File: src/design/ipl4hp_pkg.sv
// Shared types, codes and constants of the IPv4 and transport header parser.
package ipl4hp_pkg;

   // Packet length limit; the byte counter saturates here.
   localparam int unsigned LEN_W   = 16;
   localparam logic [LEN_W-1:0] MAX_LEN = 16'hFFFF;

   // IPv4 and transport header constants.
   localparam logic [3:0]       IP_VERSION  = 4'd4;
   localparam logic [LEN_W-1:0] IP_MIN_HDR  = 16'd20;
   localparam logic [LEN_W-1:0] TCP_MIN_HDR = 16'd20;
   localparam logic [5:0]       SMALL_HDR   = 6'd8;
   localparam logic [7:0]       PROTO_ICMP  = 8'd1;
   localparam logic [7:0]       PROTO_TCP   = 8'd6;
   localparam logic [7:0]       PROTO_UDP   = 8'd17;

   // Byte positions of the IPv4 header fields.
   localparam logic [LEN_W-1:0] POS_VER_IHL  = 16'd0;
   localparam logic [LEN_W-1:0] POS_FRAG_HI  = 16'd6;
   localparam logic [LEN_W-1:0] POS_FRAG_LO  = 16'd7;
   localparam logic [LEN_W-1:0] POS_PROTO    = 16'd9;
   localparam logic [LEN_W-1:0] POS_SRC_LO   = 16'd12;
   localparam logic [LEN_W-1:0] POS_SRC_HI   = 16'd15;
   localparam logic [LEN_W-1:0] POS_DST_LO   = 16'd16;
   localparam logic [LEN_W-1:0] POS_DST_HI   = 16'd19;

   // Byte positions inside the transport header.
   localparam logic [3:0] REL_PORT_A_LAST = 4'd1;
   localparam logic [3:0] REL_PORT_B_LAST = 4'd3;
   localparam logic [3:0] REL_SEQ_LAST    = 4'd7;
   localparam logic [3:0] REL_ACK_LAST    = 4'd11;
   localparam logic [3:0] REL_DOFF        = 4'd12;
   localparam logic [3:0] REL_FLAGS       = 4'd13;

   // Result status codes.
   localparam logic [2:0] STATUS_OK          = 3'd0;
   localparam logic [2:0] STATUS_TOO_SHORT   = 3'd1;
   localparam logic [2:0] STATUS_BAD_VERSION = 3'd2;
   localparam logic [2:0] STATUS_BAD_IHL     = 3'd3;
   localparam logic [2:0] STATUS_FRAGMENT    = 3'd4;
   localparam logic [2:0] STATUS_UNSUPPORTED = 3'd5;

   // Queue between the capture front and the result back.
   localparam int unsigned QUEUE_DEPTH = 2;
   localparam int unsigned QUEUE_PTR_W = (QUEUE_DEPTH > 1) ? $clog2(QUEUE_DEPTH) : 1;
   localparam int unsigned QUEUE_CNT_W = $clog2(QUEUE_DEPTH + 1);

   // Captured header bytes of one packet; len doubles as the byte counter.
   typedef struct packed {
      logic [LEN_W-1:0] len;
      logic [7:0]       version_ihl;
      logic [15:0]      frag_word;
      logic [7:0]       proto;
      logic [31:0]      src_addr;
      logic [31:0]      dst_addr;
      logic [15:0]      port_a;
      logic [15:0]      port_b;
      logic [7:0]       flags;
      logic [31:0]      seq;
      logic [31:0]      ack;
      logic [3:0]       data_offset;
   } pkt_rec_type;

   // One result item.
   typedef struct packed {
      logic [2:0]  status;
      logic [31:0] src_addr;
      logic [31:0] dst_addr;
      logic [7:0]  protocol_num;
      logic [15:0] sport;
      logic [15:0] dport;
      logic [7:0]  tcp_flag_bits;
      logic [31:0] seq_num;
      logic [31:0] ack_num;
      logic [15:0] icmp_type_code;
      logic [15:0] payload_offset;
      logic [15:0] payload_length;
   } result_type;

   // Handshake between a producer and the queue, and the queue and a consumer.
   typedef struct packed {
      logic full;
      logic not_empty;
   } queue_status_type;

endpackage

File: src/design/ipl4hp_front.sv
// Capture front: counts packet bytes and captures header fields at their offsets.
module ipl4hp_front (
   input  logic                     clock,
   input  logic                     reset,
   input  logic                     req_valid,
   output logic                     req_ready,
   input  logic [7:0]               req_data_byte,
   input  logic                     req_last_byte,
   input  ipl4hp_pkg::queue_status_type q_status,
   output logic                     push,
   output ipl4hp_pkg::pkt_rec_type  push_data
);

   ipl4hp_pkg::pkt_rec_type state_ff;
   ipl4hp_pkg::pkt_rec_type state_in;
   ipl4hp_pkg::pkt_rec_type cap;

   logic                            accept;
   logic                            cap_en;
   logic [ipl4hp_pkg::LEN_W-1:0]    pos;
   logic [ipl4hp_pkg::LEN_W-1:0]    hdr_len;
   logic [ipl4hp_pkg::LEN_W-1:0]    rel;
   logic                            in_xport;

   // A new byte is taken whenever a finished packet could still be queued.
   assign req_ready = !q_status.full;
   assign accept    = req_valid && req_ready;

   assign pos     = state_ff.len;
   assign cap_en  = (pos != ipl4hp_pkg::MAX_LEN);
   assign hdr_len = ipl4hp_pkg::LEN_W'({state_ff.version_ihl[3:0], 2'b00});
   assign rel     = pos - hdr_len;
   assign in_xport = cap_en && (pos >= ipl4hp_pkg::IP_MIN_HDR) && (pos >= hdr_len) &&
                     (rel[ipl4hp_pkg::LEN_W-1:4] == '0);

   // Capture the current byte into whichever field its position selects.
   always_comb begin
      cap = state_ff;
      if (cap_en) begin
         cap.len = pos + 16'd1;
         if (pos == ipl4hp_pkg::POS_VER_IHL) begin
            cap.version_ihl = req_data_byte;
         end else if (pos == ipl4hp_pkg::POS_FRAG_HI || pos == ipl4hp_pkg::POS_FRAG_LO) begin
            cap.frag_word = {state_ff.frag_word[7:0], req_data_byte};
         end else if (pos == ipl4hp_pkg::POS_PROTO) begin
            cap.proto = req_data_byte;
         end else if (pos >= ipl4hp_pkg::POS_SRC_LO && pos <= ipl4hp_pkg::POS_SRC_HI) begin
            cap.src_addr = {state_ff.src_addr[23:0], req_data_byte};
         end else if (pos >= ipl4hp_pkg::POS_DST_LO && pos <= ipl4hp_pkg::POS_DST_HI) begin
            cap.dst_addr = {state_ff.dst_addr[23:0], req_data_byte};
         end
      end
      // Transport header bytes, counted from the end of the IPv4 header.
      if (in_xport) begin
         if (rel[3:0] <= ipl4hp_pkg::REL_PORT_A_LAST) begin
            cap.port_a = {state_ff.port_a[7:0], req_data_byte};
         end else if (rel[3:0] <= ipl4hp_pkg::REL_PORT_B_LAST) begin
            cap.port_b = {state_ff.port_b[7:0], req_data_byte};
         end else if (rel[3:0] <= ipl4hp_pkg::REL_SEQ_LAST) begin
            cap.seq = {state_ff.seq[23:0], req_data_byte};
         end else if (rel[3:0] <= ipl4hp_pkg::REL_ACK_LAST) begin
            cap.ack = {state_ff.ack[23:0], req_data_byte};
         end else if (rel[3:0] == ipl4hp_pkg::REL_DOFF) begin
            cap.data_offset = req_data_byte[7:4];
         end else if (rel[3:0] == ipl4hp_pkg::REL_FLAGS) begin
            cap.flags = req_data_byte;
         end
      end
   end

   // On the last byte the packet goes to the queue and the capture starts over.
   assign push      = accept && req_last_byte;
   assign push_data = cap;
   assign state_in  = req_last_byte ? '0 : cap;

   always_ff @(posedge clock) begin
      if (reset) begin
         state_ff <= '0;
      end else if (accept) begin
         state_ff <= state_in;
      end
   end

endmodule

File: src/design/ipl4hp_queue.sv
// Short queue of captured packets between the capture front and the result back.
module ipl4hp_queue (
   input  logic                          clock,
   input  logic                          reset,
   input  logic                          push,
   input  ipl4hp_pkg::pkt_rec_type       push_data,
   input  logic                          pop,
   output ipl4hp_pkg::pkt_rec_type       head,
   output ipl4hp_pkg::queue_status_type  q_status
);

   ipl4hp_pkg::pkt_rec_type                 mem_ff [ipl4hp_pkg::QUEUE_DEPTH];
   logic [ipl4hp_pkg::QUEUE_PTR_W-1:0]      wr_ptr_ff, wr_ptr_in;
   logic [ipl4hp_pkg::QUEUE_PTR_W-1:0]      rd_ptr_ff, rd_ptr_in;
   logic [ipl4hp_pkg::QUEUE_CNT_W-1:0]      count_ff, count_in;
   logic                                    do_push, do_pop;

   localparam logic [ipl4hp_pkg::QUEUE_PTR_W-1:0] LAST_PTR =
      ipl4hp_pkg::QUEUE_PTR_W'(ipl4hp_pkg::QUEUE_DEPTH - 1);
   localparam logic [ipl4hp_pkg::QUEUE_CNT_W-1:0] FULL_CNT =
      ipl4hp_pkg::QUEUE_CNT_W'(ipl4hp_pkg::QUEUE_DEPTH);

   assign q_status.full      = (count_ff == FULL_CNT);
   assign q_status.not_empty = (count_ff != '0);
   assign do_push = push && !q_status.full;
   assign do_pop  = pop && q_status.not_empty;
   assign head    = mem_ff[rd_ptr_ff];

   // Pointer and occupancy update.
   always_comb begin
      wr_ptr_in = wr_ptr_ff;
      rd_ptr_in = rd_ptr_ff;
      count_in  = count_ff;
      if (do_push) begin
         wr_ptr_in = (wr_ptr_ff == LAST_PTR) ? '0 : wr_ptr_ff + 1'b1;
      end
      if (do_pop) begin
         rd_ptr_in = (rd_ptr_ff == LAST_PTR) ? '0 : rd_ptr_ff + 1'b1;
      end
      if (do_push && !do_pop) begin
         count_in = count_ff + 1'b1;
      end else if (do_pop && !do_push) begin
         count_in = count_ff - 1'b1;
      end
   end

   always_ff @(posedge clock) begin
      if (reset) begin
         wr_ptr_ff <= '0;
         rd_ptr_ff <= '0;
         count_ff  <= '0;
      end else begin
         wr_ptr_ff <= wr_ptr_in;
         rd_ptr_ff <= rd_ptr_in;
         count_ff  <= count_in;
      end
   end

   // Entry storage.
   always_ff @(posedge clock) begin
      if (do_push) begin
         mem_ff[wr_ptr_ff] <= push_data;
      end
   end

   // A packet is never offered while the queue is full.
   assert property (@(posedge clock) disable iff (reset) push |-> !q_status.full)
      else $error("queue: packet pushed while full");

   // The back only takes an entry that is present.
   assert property (@(posedge clock) disable iff (reset) pop |-> q_status.not_empty)
      else $error("queue: pop while empty");

   // The occupancy count rises by one on a push without a pop.
   assert property (@(posedge clock) disable iff (reset)
      (push && !pop && !q_status.full) |=> (count_ff == $past(count_ff) + 1'b1))
      else $error("queue: count did not advance on push");

endmodule

File: src/design/ipl4hp_back.sv
// Result back: checks a captured packet and registers its result item.
module ipl4hp_back (
   input  logic                          clock,
   input  logic                          reset,
   input  ipl4hp_pkg::pkt_rec_type       head,
   input  ipl4hp_pkg::queue_status_type  q_status,
   output logic                          pop,
   output logic                          rsp_valid,
   input  logic                          rsp_ready,
   output ipl4hp_pkg::result_type        result
);

   ipl4hp_pkg::result_type          result_ff, result_in;
   logic                            valid_ff, valid_in;
   logic [ipl4hp_pkg::LEN_W-1:0]    hdr_len;
   logic [ipl4hp_pkg::LEN_W-1:0]    avail;
   logic [ipl4hp_pkg::LEN_W-1:0]    thl;
   logic                            is_tcp, is_udp, is_icmp;

   assign hdr_len = ipl4hp_pkg::LEN_W'({head.version_ihl[3:0], 2'b00});
   assign avail   = head.len - hdr_len;
   assign is_tcp  = (head.proto == ipl4hp_pkg::PROTO_TCP);
   assign is_udp  = (head.proto == ipl4hp_pkg::PROTO_UDP);
   assign is_icmp = (head.proto == ipl4hp_pkg::PROTO_ICMP);
   assign thl     = is_tcp ? ipl4hp_pkg::LEN_W'({head.data_offset, 2'b00})
                           : ipl4hp_pkg::LEN_W'(ipl4hp_pkg::SMALL_HDR);

   // Status checks in priority order, then the fields that apply.
   always_comb begin
      result_in = '0;
      if (head.len < ipl4hp_pkg::IP_MIN_HDR) begin
         result_in.status = ipl4hp_pkg::STATUS_TOO_SHORT;
      end else if (head.version_ihl[7:4] != ipl4hp_pkg::IP_VERSION) begin
         result_in.status = ipl4hp_pkg::STATUS_BAD_VERSION;
      end else if (hdr_len < ipl4hp_pkg::IP_MIN_HDR || hdr_len > head.len) begin
         result_in.status = ipl4hp_pkg::STATUS_BAD_IHL;
      end else begin
         result_in.src_addr     = head.src_addr;
         result_in.dst_addr     = head.dst_addr;
         result_in.protocol_num = head.proto;
         if (head.frag_word[13:0] != '0) begin
            result_in.status = ipl4hp_pkg::STATUS_FRAGMENT;
         end else if (!is_tcp && !is_udp && !is_icmp) begin
            result_in.status = ipl4hp_pkg::STATUS_UNSUPPORTED;
         end else if ((is_tcp && (avail < ipl4hp_pkg::TCP_MIN_HDR || thl > avail)) ||
                      (!is_tcp && avail < ipl4hp_pkg::LEN_W'(ipl4hp_pkg::SMALL_HDR))) begin
            result_in.status = ipl4hp_pkg::STATUS_TOO_SHORT;
         end else begin
            result_in.status = ipl4hp_pkg::STATUS_OK;
            if (is_icmp) begin
               result_in.icmp_type_code = head.port_a;
            end else begin
               result_in.sport = head.port_a;
               result_in.dport = head.port_b;
            end
            if (is_tcp) begin
               result_in.tcp_flag_bits = head.flags;
               result_in.seq_num       = head.seq;
               result_in.ack_num       = head.ack;
            end
            result_in.payload_offset = hdr_len + thl;
            result_in.payload_length = avail - thl;
         end
      end
   end

   // Output register: reloads when a packet is queued and it is empty or its item is being taken.
   assign pop       = q_status.not_empty && (!valid_ff || rsp_ready);
   assign valid_in  = pop || (valid_ff && !rsp_ready);
   assign rsp_valid = valid_ff;
   assign result    = result_ff;

   always_ff @(posedge clock) begin
      if (reset) begin
         valid_ff <= 1'b0;
      end else begin
         valid_ff <= valid_in;
      end
   end

   always_ff @(posedge clock) begin
      if (pop) begin
         result_ff <= result_in;
      end
   end

   // A failed packet never reports transport fields.
   assert property (@(posedge clock) disable iff (reset)
      (valid_ff && result_ff.status != ipl4hp_pkg::STATUS_OK) |->
      (result_ff.sport == '0 && result_ff.seq_num == '0 &&
       result_ff.payload_offset == '0 && result_ff.icmp_type_code == '0))
      else $error("back: transport fields set on a failed packet");

   // Packets rejected before the addresses are copied report no addresses.
   assert property (@(posedge clock) disable iff (reset)
      (valid_ff && (result_ff.status == ipl4hp_pkg::STATUS_BAD_VERSION ||
                    result_ff.status == ipl4hp_pkg::STATUS_BAD_IHL)) |->
      (result_ff.src_addr == '0 && result_ff.dst_addr == '0 && result_ff.protocol_num == '0))
      else $error("back: addresses set on a header error");

   // A waiting result item holds still until it is taken.
   assert property (@(posedge clock) disable iff (reset)
      (valid_ff && !rsp_ready) |=> (valid_ff && $stable(result_ff)))
      else $error("back: waiting result item changed");

endmodule

File: src/design/ipv4_l4_header_parser_top.sv
// Top level of the IPv4 header parser with TCP, UDP and ICMP field extraction.
//
//   Channel   Direction  Handshake              Item
//   req_      in         req_valid/req_ready    one packet byte and a last-byte mark
//   rsp_      out        rsp_valid/rsp_ready    one parse result per packet
//
// One byte is accepted per clock while req_ready is high.
// A packet is written into the queue when its last byte is taken, then moves into the
// output register, raising rsp_valid, once that register is empty or its result is taken.
// Reset is synchronous and clears the byte counter, the queue and the output valid.
// A stalled output fills the output register and the two-entry packet queue; req_ready
// then drops for every byte and rises again in the cycle after a result is taken.
module ipv4_l4_header_parser_top (
   input  logic        clock,
   input  logic        reset,
   input  logic        req_valid,
   output logic        req_ready,
   input  logic [7:0]  req_data_byte,
   input  logic        req_last_byte,
   output logic        rsp_valid,
   input  logic        rsp_ready,
   output logic [2:0]  rsp_status,
   output logic [31:0] rsp_src_addr,
   output logic [31:0] rsp_dst_addr,
   output logic [7:0]  rsp_protocol_num,
   output logic [15:0] rsp_sport,
   output logic [15:0] rsp_dport,
   output logic [7:0]  rsp_tcp_flag_bits,
   output logic [31:0] rsp_seq_num,
   output logic [31:0] rsp_ack_num,
   output logic [15:0] rsp_icmp_type_code,
   output logic [15:0] rsp_payload_offset,
   output logic [15:0] rsp_payload_length
);

   ipl4hp_pkg::queue_status_type q_status;
   ipl4hp_pkg::pkt_rec_type      push_data;
   ipl4hp_pkg::pkt_rec_type      head;
   ipl4hp_pkg::result_type       result;
   logic                         push;
   logic                         pop;

   ipl4hp_front u_front (
      .clock         (clock),
      .reset         (reset),
      .req_valid     (req_valid),
      .req_ready     (req_ready),
      .req_data_byte (req_data_byte),
      .req_last_byte (req_last_byte),
      .q_status      (q_status),
      .push          (push),
      .push_data     (push_data)
   );

   ipl4hp_queue u_queue (
      .clock     (clock),
      .reset     (reset),
      .push      (push),
      .push_data (push_data),
      .pop       (pop),
      .head      (head),
      .q_status  (q_status)
   );

   ipl4hp_back u_back (
      .clock     (clock),
      .reset     (reset),
      .head      (head),
      .q_status  (q_status),
      .pop       (pop),
      .rsp_valid (rsp_valid),
      .rsp_ready (rsp_ready),
      .result    (result)
   );

   // Break the result item out onto its ports.
   assign rsp_status         = result.status;
   assign rsp_src_addr       = result.src_addr;
   assign rsp_dst_addr       = result.dst_addr;
   assign rsp_protocol_num   = result.protocol_num;
   assign rsp_sport          = result.sport;
   assign rsp_dport          = result.dport;
   assign rsp_tcp_flag_bits  = result.tcp_flag_bits;
   assign rsp_seq_num        = result.seq_num;
   assign rsp_ack_num        = result.ack_num;
   assign rsp_icmp_type_code = result.icmp_type_code;
   assign rsp_payload_offset = result.payload_offset;
   assign rsp_payload_length = result.payload_length;

endmodule

File: config.mk
export PLATFORM = sky130hd
export DESIGN_NAME = ipv4_l4_header_parser_top
export DESIGN_NICKNAME = d
export VERILOG_FILES = /design/src/design/ipl4hp_pkg.sv /design/src/design/ipl4hp_front.sv /design/src/design/ipl4hp_queue.sv /design/src/design/ipl4hp_back.sv /design/src/design/ipv4_l4_header_parser_top.sv
export SDC_FILE = /design/constraint.sdc
export NUM_CORES = 1
export LEC_CHECK = 0
export BUFFER_PORTS_ARGS = -buffer_cell sky130_fd_sc_hd__buf_2
export CORE_MARGIN = 4
export CORE_UTILIZATION = 48
export DETAILED_ROUTE_END_ITERATION = 8
export PLACE_DENSITY = 0.66
export SLEW_MARGIN = 20
export SYNTH_ARGS = -nofsm -noshare
export SYNTH_HDL_FRONTEND = slang
export SYNTH_HIERARCHICAL = 1
export SYNTH_SLANG_ARGS = --single-unit
File: constraint.sdc
create_clock -name clock -period 68.4 [get_ports clock]
set_input_delay 6.84 -clock clock [delete_from_list [all_inputs] [get_ports clock]]
set_output_delay 6.84 -clock clock [all_outputs]
set_load 0.05 [all_outputs]
**Word level (Yosys, flattened, before mapping)**

Memory sizes are Yosys's and may differ from the RTL's. A register that Yosys moved wholly into a read port is not among the register bits.
Index checks and enable logic that the tools add are counted.

- Memories kept: 1
- RAM bits: 440
- Output and inout bits: 229
- Register bits: 452
- Input bits: 13

Memories:

| name | words | width | rd ports | clocked after Yosys merged registers in | wr ports | line | RTL |
|---|---|---|---|---|---|---|---|
| u_queue.mem_ff | 2 | 220 | 1 | 1 | 1 | ipl4hp_queue.sv:12 | `ipl4hp_pkg::pkt_rec_type mem_ff [ipl4hp_pkg::QUEUE_DEPTH];` |

- Bitwise operators: 2
- Order comparisons: 16
- Equality and inequality tests: 11
- Add/sub/neg operators: 9
- Muxes and demuxes: 39
- Reduce and logical (&&, ||, !) cells: 41

Operator list:

| cell | number |
|---|---|
| $mux 220 | 1 |
| $mux 32 | 5 |
| $mux 112 | 1 |
| $mux 108 | 1 |
| $mux 92 | 1 |
| $mux 88 | 1 |
| $mux 76 | 1 |
| $mux 72 | 1 |
| $mux 64 | 1 |
| $mux 16 | 3 |
| $mux 8 | 6 |
| $mux 36 | 1 |
| $eq 16x3->1 const B | 2 |
| $ge 16x5->1 const B | 2 |
| $lt 16x5->1 const B | 2 |
| $sub 16x6->16 | 2 |
| $reduce_or 7->1 | 3 |
| $logic_and 1x1->1 | 17 |
| $add 16x1->16 const B | 1 |
| $add 6x16->16 | 1 |
| $eq 16x4->1 const B | 1 |
| $ge 16x4->1 const B | 1 |
| $ge 16x6->1 | 1 |
| $gt 16x16->1 | 1 |
| other kinds (34) | 61 |

**Depth between registers and ports, before layout**

Gate-level depths: netlist of run 1.

- Depth after elaboration: 11
- Mapped depth: 20

**Hierarchy**

Netlist of run 1, hierarchy kept.

Modules (own cells, without submodules):

| module | instances | area each (µm²) | cells an instance |
|---|---|---|---|
| ipl4hp_queue | 1 | 16168.0 | 709 |
| ipl4hp_front | 1 | 11093.1 | 1043 |
| ipl4hp_back | 1 | 9465.3 | 642 |

**Least setup slack after synthesis of run 1**

OpenSTA, ideal clock, no wires.

- Path kind: in2reg
- Start point: input port rsp_ready
- End point: register u_queue/count_ff[1] (netlist bit)
- Stages on the path: 7
- Library setup time: 0.070 ns
- Arrival: 26.810 ns
- Setup slack: 41.520 ns
- Required time: 68.330 ns
- Cell sequence: inv_1 -> a21boi_0 -> o21ai_0 -> ha_1 -> xor2_1 -> or3_1 -> a21oi_1

- Cells in the longest elaborated chain, start to end: 6
- Elaborated cells on any way between the ends: 8
- Classes of those cells: 1 x mux; 7 x reduce/logical

RTL lines:

| what | line | RTL |
|---|---|---|
| start, declared | ipv4_l4_header_parser_top.sv:21 | `input logic rsp_ready,` |
| $logic_or 1x1->1 * | ipl4hp_back.sv:68 | `assign pop = q_status.not_empty && (!valid_ff \|\| rsp_ready);` |
| $logic_and 1x1->1 * | ipl4hp_back.sv:68 |  |
| named net pop | ipv4_l4_header_parser_top.sv:41 | `logic pop;` |
| $logic_and 1x1->1 * | ipl4hp_queue.sv:26 | `assign do_pop = pop && q_status.not_empty;` |
| $logic_not 1->1 | ipl4hp_queue.sv:40 | `if (do_push && !do_pop) begin` |
| $logic_and 1x1->1 | ipl4hp_queue.sv:40 |  |
| $mux 2 / $reduce_bool 2->1 (equally long branches) | - |  |
| end signal, assigned | ipl4hp_queue.sv:55 | `count_ff <= count_in;` |
| end, declared | ipl4hp_queue.sv:15 | `logic [ipl4hp_pkg::QUEUE_CNT_W-1:0] count_ff, count_in;` |

The timed path passes the listed nets; every way through them passes the cells marked *.
A chain may end at the register's enable or synchronous reset.

**Worst setup path in the final report of run 1**

- Start point: input port req_last_byte
- End point: memory u_queue/mem_ff[1][35] (netlist bit), enable pin

- Cells in the longest elaborated chain, start to end: 4

RTL lines:

| what | line | RTL |
|---|---|---|
| start, declared | ipv4_l4_header_parser_top.sv:19 | `input logic req_last_byte,` |
| $logic_and 1x1->1 | ipl4hp_front.sv:72 | `assign push = accept && req_last_byte;` |
| named net push | ipv4_l4_header_parser_top.sv:40 | `logic push;` |
| $logic_and 1x1->1 | ipl4hp_queue.sv:25 | `assign do_push = push && !q_status.full;` |
| $mux 1 | ipl4hp_queue.sv:61 | `if (do_push) begin` |
| $mux 1 (not written as such) | ipl4hp_queue.sv:62 | `mem_ff[wr_ptr_ff] <= push_data;` |
| end, declared | ipl4hp_queue.sv:12 |  |

The timed path passes the listed nets, and every way through them passes these cells.

==> impl_metrics.json, run 1 <==
{
  "ioPinCount": 242,
  "holdPathStages": 1,
  "wl_mm": 78.2,
  "post-route-min-period_ps": 10220,
  "syn_inst": 2380,
  "hold_viol": 0,
  "dp.cells": 3461,
  "crit_type": "input port to register",
  "drv_slew": 0,
  "drive_above_1_share_pct": 34.5,
  "critPathRequiredTime_ps": 68680,
  "ctsLongestPathBuffers": 3,
  "run_status": "finished, final reports clean",
  "pwr-share-clk_pct": 29.0,
  "crit_path_end_kind": "register",
  "port_buffers": 230,
  "cts_hold_buf": 0,
  "p_per_area_nw_per_um2": 41.8,
  "first_pass_iters": 5,
  "fin_cells": 3637,
  "setup_violations": 0,
  "cts_buffers": 92,
  "cts.sinks": 876,
  "syn_area_per_cell_sq_um": 15.3,
  "ys_warn_count": 6,
  "fp-row-count": 100,
  "max_freq_mhz": 97.8,
  "drt_iter0_drc": 1425,
  "tns_ps": 0,
  "gp_congestion": 0.820,
  "via_per_inst": 5.50,
  "die-area_sq_um": 80500,
  "p_int_mw": 1.10,
  "hp-class": "register to register",
  "clkTransAtPathRegs_ps": 60,
  "p_seq_share_pct": 41.0,
  "power.share.switching_pct": 36.2,
  "irDropWorstVdd_mv": 0.0372,
  "rsz0062_at_grt": "false",
  "grt_antenna_before_repair": 5,
  "ant_nets": 0,
  "cp_data_arrival_time_ps": 10500,
  "n_fill_cell": 5987,
  "vias": 19989,
  "die_x_um": 284,
  "die_height_um": 284,
  "final_cell_mix": "edfxtp_1 (652), mux2_2 (337), buf_2 (230)",
  "power_leakage_nw": 15.4,
  "relSlewSlack_pct": 27.5,
  "multi_input_area_sq_um": 11400,
  "cts_resized": 0,
  "grt_pass1_vias": 20302,
  "grt_usage_pct": 19.0,
  "skew_ps": 39.8,
  "grt.overflow.total": 0,
  "regArea_sq_um": 24100,
  "worstMarginPinSlew_ps": 1090,
  "routedWlPerCell_um": 21.5,
  "initial_core_util_pct": 48.7,
  "r2r_slack_ps": 61680,
  "fp.coreArea_sq_um": 74900,
  "grt_pass1_wl_mm": 121,
  "start_kind": "input port",
  "fin_crit_sh_pct": 14.9,
  "cts_tree": "yes",
  "drc_errors": 0,
  "final_common_cell": "edfxtp_1",
  "layout.nets": 2626,
  "syn_area_sq_um": 36500,
  "cts_setup_buffers": 0,
  "critPathMaxFanout": 58,
  "cts-root-buf": "clkbuf_16",
  "htree_levels": 3,
  "switching_power_mw": 0.626,
  "drv_cap": 0,
  "grt_max_degree": 147,
  "combPwrFrac_pct": 30.0,
  "area_growth_pct": 13.4,
  "reg2reg_depth": 15,
  "clk_latency_ps": 660,
  "hpwl_mm": 49.3
}
critical path, stage by stage:
cell	delay, ps
buf_2	260
clkinv_1	550
nor2_1	390
inv_1	110
nor2_1	180
and2_4	740
buf_4	660
buf_4	640
through the flow:
stage / hold slack (ps) / power, mW / util [%] / area, sq um / worst slack (ps)
floorplan: 436 / 1.17 / - / 36500 / 41520
global placement: 444 / 1.24 / 50.9 / 38200 / 57650
detailed placement: 451 / 1.24 / 50.9 / 38200 / 57520
CTS: 466 / 1.75 / 55.2 / 41300 / 58220
global route: 488 / 1.81 / 55.2 / 41400 / 57910
finish: 462 / 1.73 / 55.2 / 41400 / 58180
power by group through the flow:
stage          sequential, mW  clock, mW  combinational (mW)
2_1_floorplan           0.985          0               0.190
3_3_place_gp            0.721          0               0.517
3_5_place_dp            0.722          0               0.521
4_1_cts                 0.712      0.517               0.524
5_1_grt                 0.718      0.541               0.547
6_report                0.710      0.503               0.519
state kept, by name, indices dropped and copies added, names as in the netlist, named ones only:
signal,cells
u_queue/mem_ff,436
u_front/pos,16
u_back/result,216
u_front/hdr_len,4
u_back/rsp_valid,1
u_front/state_ff,198
u_queue/wr_ptr_ff,1
u_queue/count_ff,2
u_queue/rd_ptr_ff,1
final cells by class:
type,count,share of cell area [%]
Clock inverter,41,0.965
Tap cell,969,2.93
Clock buffer,133,6.67
Multi-Input combinational cell,1330,27.6
Antenna cell,1,0.00605
Inverter,31,0.311
Sequential cell,876,58.2
Timing Repair Buffer,256,3.33
layer usage:
| metal | up-vias | track usage, % | routed length (um) |
|---|---|---|---|
| met5 | - | 0 | 0 |
| met4 | 0 | 5.26 | 1620 |
| met3 | 116 | 3.08 | 3660 |
| met2 | 465 | 32.8 | 39300 |
| met1 | 10033 | 25.0 | 33600 |
| li1 | 9375 | - | - |
path summary, 6_finish.rpt:
check / startpoint / to
max reg2reg: register / u_back/result[147]$_SDFFCE_PP0P_
min: u_front/state_ff[102]$_SDFFE_PP0P_ / u_front/state_ff[102]$_SDFFE_PP0P_
max: req_last_byte / u_queue/mem_ff[1][35]$_DFFE_PP_
min reg2reg: u_front/state_ff[102]$_SDFFE_PP0P_ / u_front/state_ff[102]$_SDFFE_PP0P_
(Power assumes the default switching activity.)
==> run 2: changes to the inputs <==
PLACE_DENSITY = 0.68   (was 0.66)
clock period = 8.6 ns   (was 68.4 ns; I/O delays follow)
==> impl_metrics.json, run 2 (synthesized netlist as in run 1, its figures left out) <==
{
  "htree_levels": 3,
  "final_common_cell": "edfxtp_1",
  "tns_ps": 0,
  "area_growth_pct": 13.2,
  "dp.cells": 3464,
  "layout.nets": 2626,
  "max_stage_delay_ps": 1000,
  "p_per_area_nw_per_um2": 335,
  "cts_setup_buffers": 0,
  "first_pass_iters": 6,
  "p_seq_share_pct": 41.0,
  "power.share.switching_pct": 36.0,
  "holdWs_ps": 465,
  "critPathRequiredTime_ps": 8970,
  "rsz0062_at_grt": "false",
  "ioPinCount": 242,
  "relSlewSlack_pct": 26.4,
  "gp_congestion": 0.827,
  "setup_violations": 0,
  "drive_above_1_share_pct": 34.4,
  "irDropWorstVdd_mv": 0.203,
  "hpwl_mm": 49.6,
  "p_int_mw": 8.87,
  "cts_hold_buf": 0,
  "met1_usage_pct": 24.6,
  "regMostFlops": "u_queue/mem_ff",
  "cts-root-buf": "clkbuf_16",
  "fp-row-count": 100,
  "wl_mm": 79.5,
  "drt_iter0_drc": 1429,
  "hp-class": "register to register",
  "skew_ps": 19.3,
  "gr-usage-met3_pct": 3.59,
  "busiest_layer": "met2",
  "cts.sinks": 876,
  "clk_latency_ps": 630,
  "grt_max_degree": 138,
  "grt_pass1_vias": 20842,
  "cpMaxStageDelayCell": "o41ai_4",
  "port_buffers": 230,
  "die_height_um": 284,
  "ctsLongestPathBuffers": 3,
  "cts_buffers": 89,
  "combPwrFrac_pct": 29.7,
  "grt_usage_pct": 19.4,
  "final_core_util_pct": 55.1,
  "cp_common_cell": "buf_4",
  "crit_type": "register to register",
  "met2_usage_pct": 33.7,
  "worstPathCellList": "buf_4 > mux2_2 > nor4_1 > buf_4 > and3_1 > ha_1 > inv_1 > fa_1 > and3_1 > o211a_1 > a311oi_1 > o2111ai_1 > o41ai_4 > nor2_1 > buf_4 > and2_1",
  "initial_core_util_pct": 48.7,
  "drv_slew": 0,
  "fin_cells": 3631,
  "die_x_um": 284,
  "post-route-min-period_ps": 6100,
  "switching_power_mw": 4.99,
  "power_leakage_nw": 15.3,
  "critPathMaxFanout": 76,
  "ant_nets": 0,
  "hold_viol": 0,
  "drc_errors": 0,
  "final_cell_mix": "edfxtp_1 (652), mux2_2 (337), buf_2 (230)",
  "start_kind": "register",
  "run_status": "finished, final reports clean",
  "crit_path_end_kind": "register",
  "pwr-share-clk_pct": 29.3,
  "die-area_sq_um": 80500,
  "grt_antenna_before_repair": 4,
  "cts_resized": 0,
  "max_freq_mhz": 164,
  "fin_crit_sh_pct": 70.9,
  "clkTransAtPathRegs_ps": 60,
  "grt.overflow.total": 0,
  "worstMarginPinSlew_ps": 1100,
  "routedWlPerCell_um": 21.9,
  "n_antenna_cell": 0,
  "vias": 20094,
  "via_per_inst": 5.53,
  "cts_tree": "yes",
  "fp.coreArea_sq_um": 74900,
  "largest_reg_flops": 436,
  "grt_pass1_wl_mm": 123,
  "drv_cap": 0,
  "cp_data_arrival_time_ps": 6470
}
run 2: cell count changes in the layout (fill, tap and decap cells not counted), moves of 3 or more:
cell | previous run | this run
buf_4 | 24 | 27
bufinv_16 | 3 | 14
clkbuf_1 | 21 | 15
clkbuf_16 | 101 | 91
clkbuf_8 | 11 | 7
clkinv_1 | 8 | 12
clkinv_16 | 3 | 0
clkinv_2 | 21 | 11
clkinvlp_4 | 4 | 10
run 2: area by class of cell:
class / count / area, sq um
inverters: 31 / 124
clock buffers: 113 / 2430
fillers: 6000 / 33600
flip-flops and latches: 876 / 24100
clock inverters: 53 / 688
well taps: 969 / 1210
repair buffers: 259 / 1390
multi-input cells: 1330 / 11400
run 2: final timing paths:
check,from,to,slack (ps),depth (start not counted)
worst max-delay path,register,u_back/result[124]$_SDFFCE_PP0P_,2500,16
worst min-delay path,u_front/state_ff[91]$_SDFFE_PP0P_,u_front/state_ff[91]$_SDFFE_PP0P_,470,1
worst max register to register,register,u_back/result[124]$_SDFFCE_PP0P_,2500,16
worst min register to register,u_front/state_ff[91]$_SDFFE_PP0P_,u_front/state_ff[91]$_SDFFE_PP0P_,470,1
run 2: per-stage QoR:
step | total power [mW] | setup slack, ps | area (sq um)
final | 13.9 | 2500 | 41300
after global routing | 14.4 | 2080 | 41300
after CTS | 14.0 | 2350 | 41300
after detailed placement | 9.94 | 2390 | 38200
after global placement | 9.92 | 2460 | 38200
after floorplan | 9.03 | 1570 | 36500
run 2: routing by layer:
layer | routed length [um] | part of all wire, % | vias to the layer above
li1 | - | - | 9374
met1 | 33100 | 42 | 10053
met2 | 39800 | 50 | 521
met3 | 4340 | 5.5 | 146
met4 | 2290 | 2.9 | 0
met5 | 0 | 0 | -
run 2: critical path: cells and delay by family (launching register included):
family | cells | cell delay [ps]
AO/OA/AOI/OAI | 4 | 1760
buffers and inverters | 4 | 1390
AND/OR/NAND/NOR | 5 | 930
flip-flops | 1 | 720
adder cells (fa/ha/maj) | 2 | 570
multiplexers | 1 | 430
run 2: power groups by stage:
stage	combinational, mW	sequential [mW]	clock [mW]
after detailed placement	4.17	5.77	0
after floorplan	1.51	7.52	0
after global routing	4.35	5.75	4.34
after global placement	4.15	5.77	0
after CTS	4.19	5.70	4.16
final	4.12	5.68	4.06
==> run 3: changes to the inputs <==
PLACE_DENSITY = 0.66   (was 0.68)
clock period = 6.39 ns   (was 8.6 ns; I/O delays follow)
==> impl_metrics.json, run 3 (synthesized netlist as in run 1, its figures left out) <==
{
  "r2r_slack_ps": 1050,
  "total_power_mw": 18.6,
  "largest_reg_flops": 436,
  "vias": 20022,
  "grt_pass1_vias": 20562,
  "ctsLongestPathBuffers": 3,
  "via_per_inst": 5.51,
  "worstMarginPinSlew_ps": 1030,
  "gp_congestion": 0.838,
  "die_height_um": 284,
  "holdWs_ps": 410,
  "hpwl_mm": 48.8,
  "tns_ps": 0,
  "start_kind": "register",
  "crit_type": "register to register",
  "drt_iter0_drc": 1299,
  "drv_slew": 0,
  "stdcell_area_sq_um": 41400,
  "dp.cells": 3466,
  "min_to": "u_back/rsp_valid$_SDFF_PP0_",
  "grt_antenna_before_repair": 4,
  "port_buffers": 230,
  "fin_crit_sh_pct": 83.5,
  "clkTransAtPathRegs_ps": 60,
  "max_freq_mhz": 187,
  "layout.nets": 2628,
  "die-area_sq_um": 80500,
  "layout_setup_ws_ps": 1050,
  "fp.coreArea_sq_um": 74900,
  "min_from": "rsp_ready",
  "grt_pass1_wl_mm": 121,
  "irDropWorstVdd_mv": 0.316,
  "drv_cap": 0,
  "multi_input_area_sq_um": 11400,
  "routedWlPerCell_um": 21.5,
  "skew_ps": 23.9,
  "reg2reg_to": "u_back/result[87]$_SDFFCE_PP0P_",
  "cts-root-buf": "clkbuf_16",
  "area_growth_pct": 13.4,
  "grt_usage_pct": 19.1,
  "reg2reg_depth": 13,
  "final_common_cell": "edfxtp_1",
  "power_leakage_nw": 15.4,
  "crit_path_end_kind": "register",
  "critPathMaxFanout": 72,
  "hp-class": "input port to register",
  "placed_cell_area_sq_um": 38300,
  "initial_core_util_pct": 48.7,
  "setup_violations": 0,
  "cts_resized": 0,
  "final_core_util_pct": 55.2,
  "first_pass_iters": 5,
  "critPathRequiredTime_ps": 6780,
  "regArea_sq_um": 24100,
  "grt_max_degree": 143,
  "fin_cells": 3637,
  "drc_errors": 0,
  "die_x_um": 284,
  "htree_levels": 3,
  "regMostFlops": "u_queue/mem_ff",
  "post-route-min-period_ps": 5340,
  "cp_data_arrival_time_ps": 5730,
  "fp-row-count": 100,
  "cts.sinks": 876,
  "cts_hold_buf": 0,
  "cts_buffers": 90,
  "ioPinCount": 242,
  "ant_nets": 0,
  "run_status": "finished, final reports clean",
  "clk_latency_ps": 650,
  "place_ws_ps": 1050,
  "drive_above_1_share_pct": 34.4,
  "grt.overflow.total": 0,
  "holdPathStages": 4,
  "p_per_area_nw_per_um2": 449,
  "wl_mm": 78.2,
  "relSlewSlack_pct": 30.5,
  "hold_viol": 0,
  "final_cell_mix": "edfxtp_1 (652), mux2_2 (337), buf_2 (230)",
  "rsz0062_at_grt": "false",
  "cts_setup_buffers": 0,
  "cts_tree": "yes",
  "n_fill_cell": 5974
}
## run 3: cell types whose count changed in the layout (fill, tap and decap cells not counted), moves of 2 or more
cell	previous run	this run
bufinv_16	14	7
clkbuf_1	15	24
clkinv_2	11	16
buf_12	1	5
clkbuf_8	7	15
clkinvlp_4	10	3
clkinv_1	12	7
clkbuf_16	91	97
inv_6	3	1
buf_4	27	25
## run 3: final cells by class
class / count / share of cell area [%]
diodes: 1 / 0.00605
clock buffers: 136 / 6.58
clock inverters: 34 / 0.947
inverters: 31 / 0.290
multi-input cells: 1330 / 27.6
flip-flops and latches: 876 / 58.2
well taps: 969 / 2.93
repair buffers: 260 / 3.48
## run 3: worst max-delay path, stage by stage, from the launching register on
cell	delay, ps
dfxtp_4	540
buf_4	590
mux2_2	430
ha_1	430
xnor2_1	260
inv_1	70
ha_1	360
and3_1	220
o211a_1	230
a311oi_1	280
o2111ai_1	260
or4_4	620
and3_4	410
and2_4	290
## run 3: worst max path at each step
stage | slack [ps] | cells past startpoint | endpoint
after floorplan | 250 | 6 | u_queue/count_ff[1]$_SDFFE_PP0P_
after global placement | 1110 | 13 | u_back/result[97]$_SDFFCE_PP0P_
after detailed placement | 1050 | 13 | u_back/result[87]$_SDFFCE_PP0P_
after CTS | 1020 | 13 | u_back/result[87]$_SDFFCE_PP0P_
after global routing | 710 | 13 | u_back/result[87]$_SDFFCE_PP0P_
final | 1050 | 13 | u_back/result[87]$_SDFFCE_PP0P_
## run 3: metal layers
layer,part of all wire (%),GRT usage [%]
met2,50,33.2
met3,5.0,3.86
met4,2.8,5.60
met1,42,24.3
met5,0,0
## run 3: power breakdown
part | internal (mW) | leakage, nW | total [mW] | switching (mW)
clock network | 3.24 | 1.53 | 5.39 | 2.15
logic | 1.35 | 5.76 | 5.57 | 4.23
registers | 7.32 | 8.09 | 7.63 | 0.303
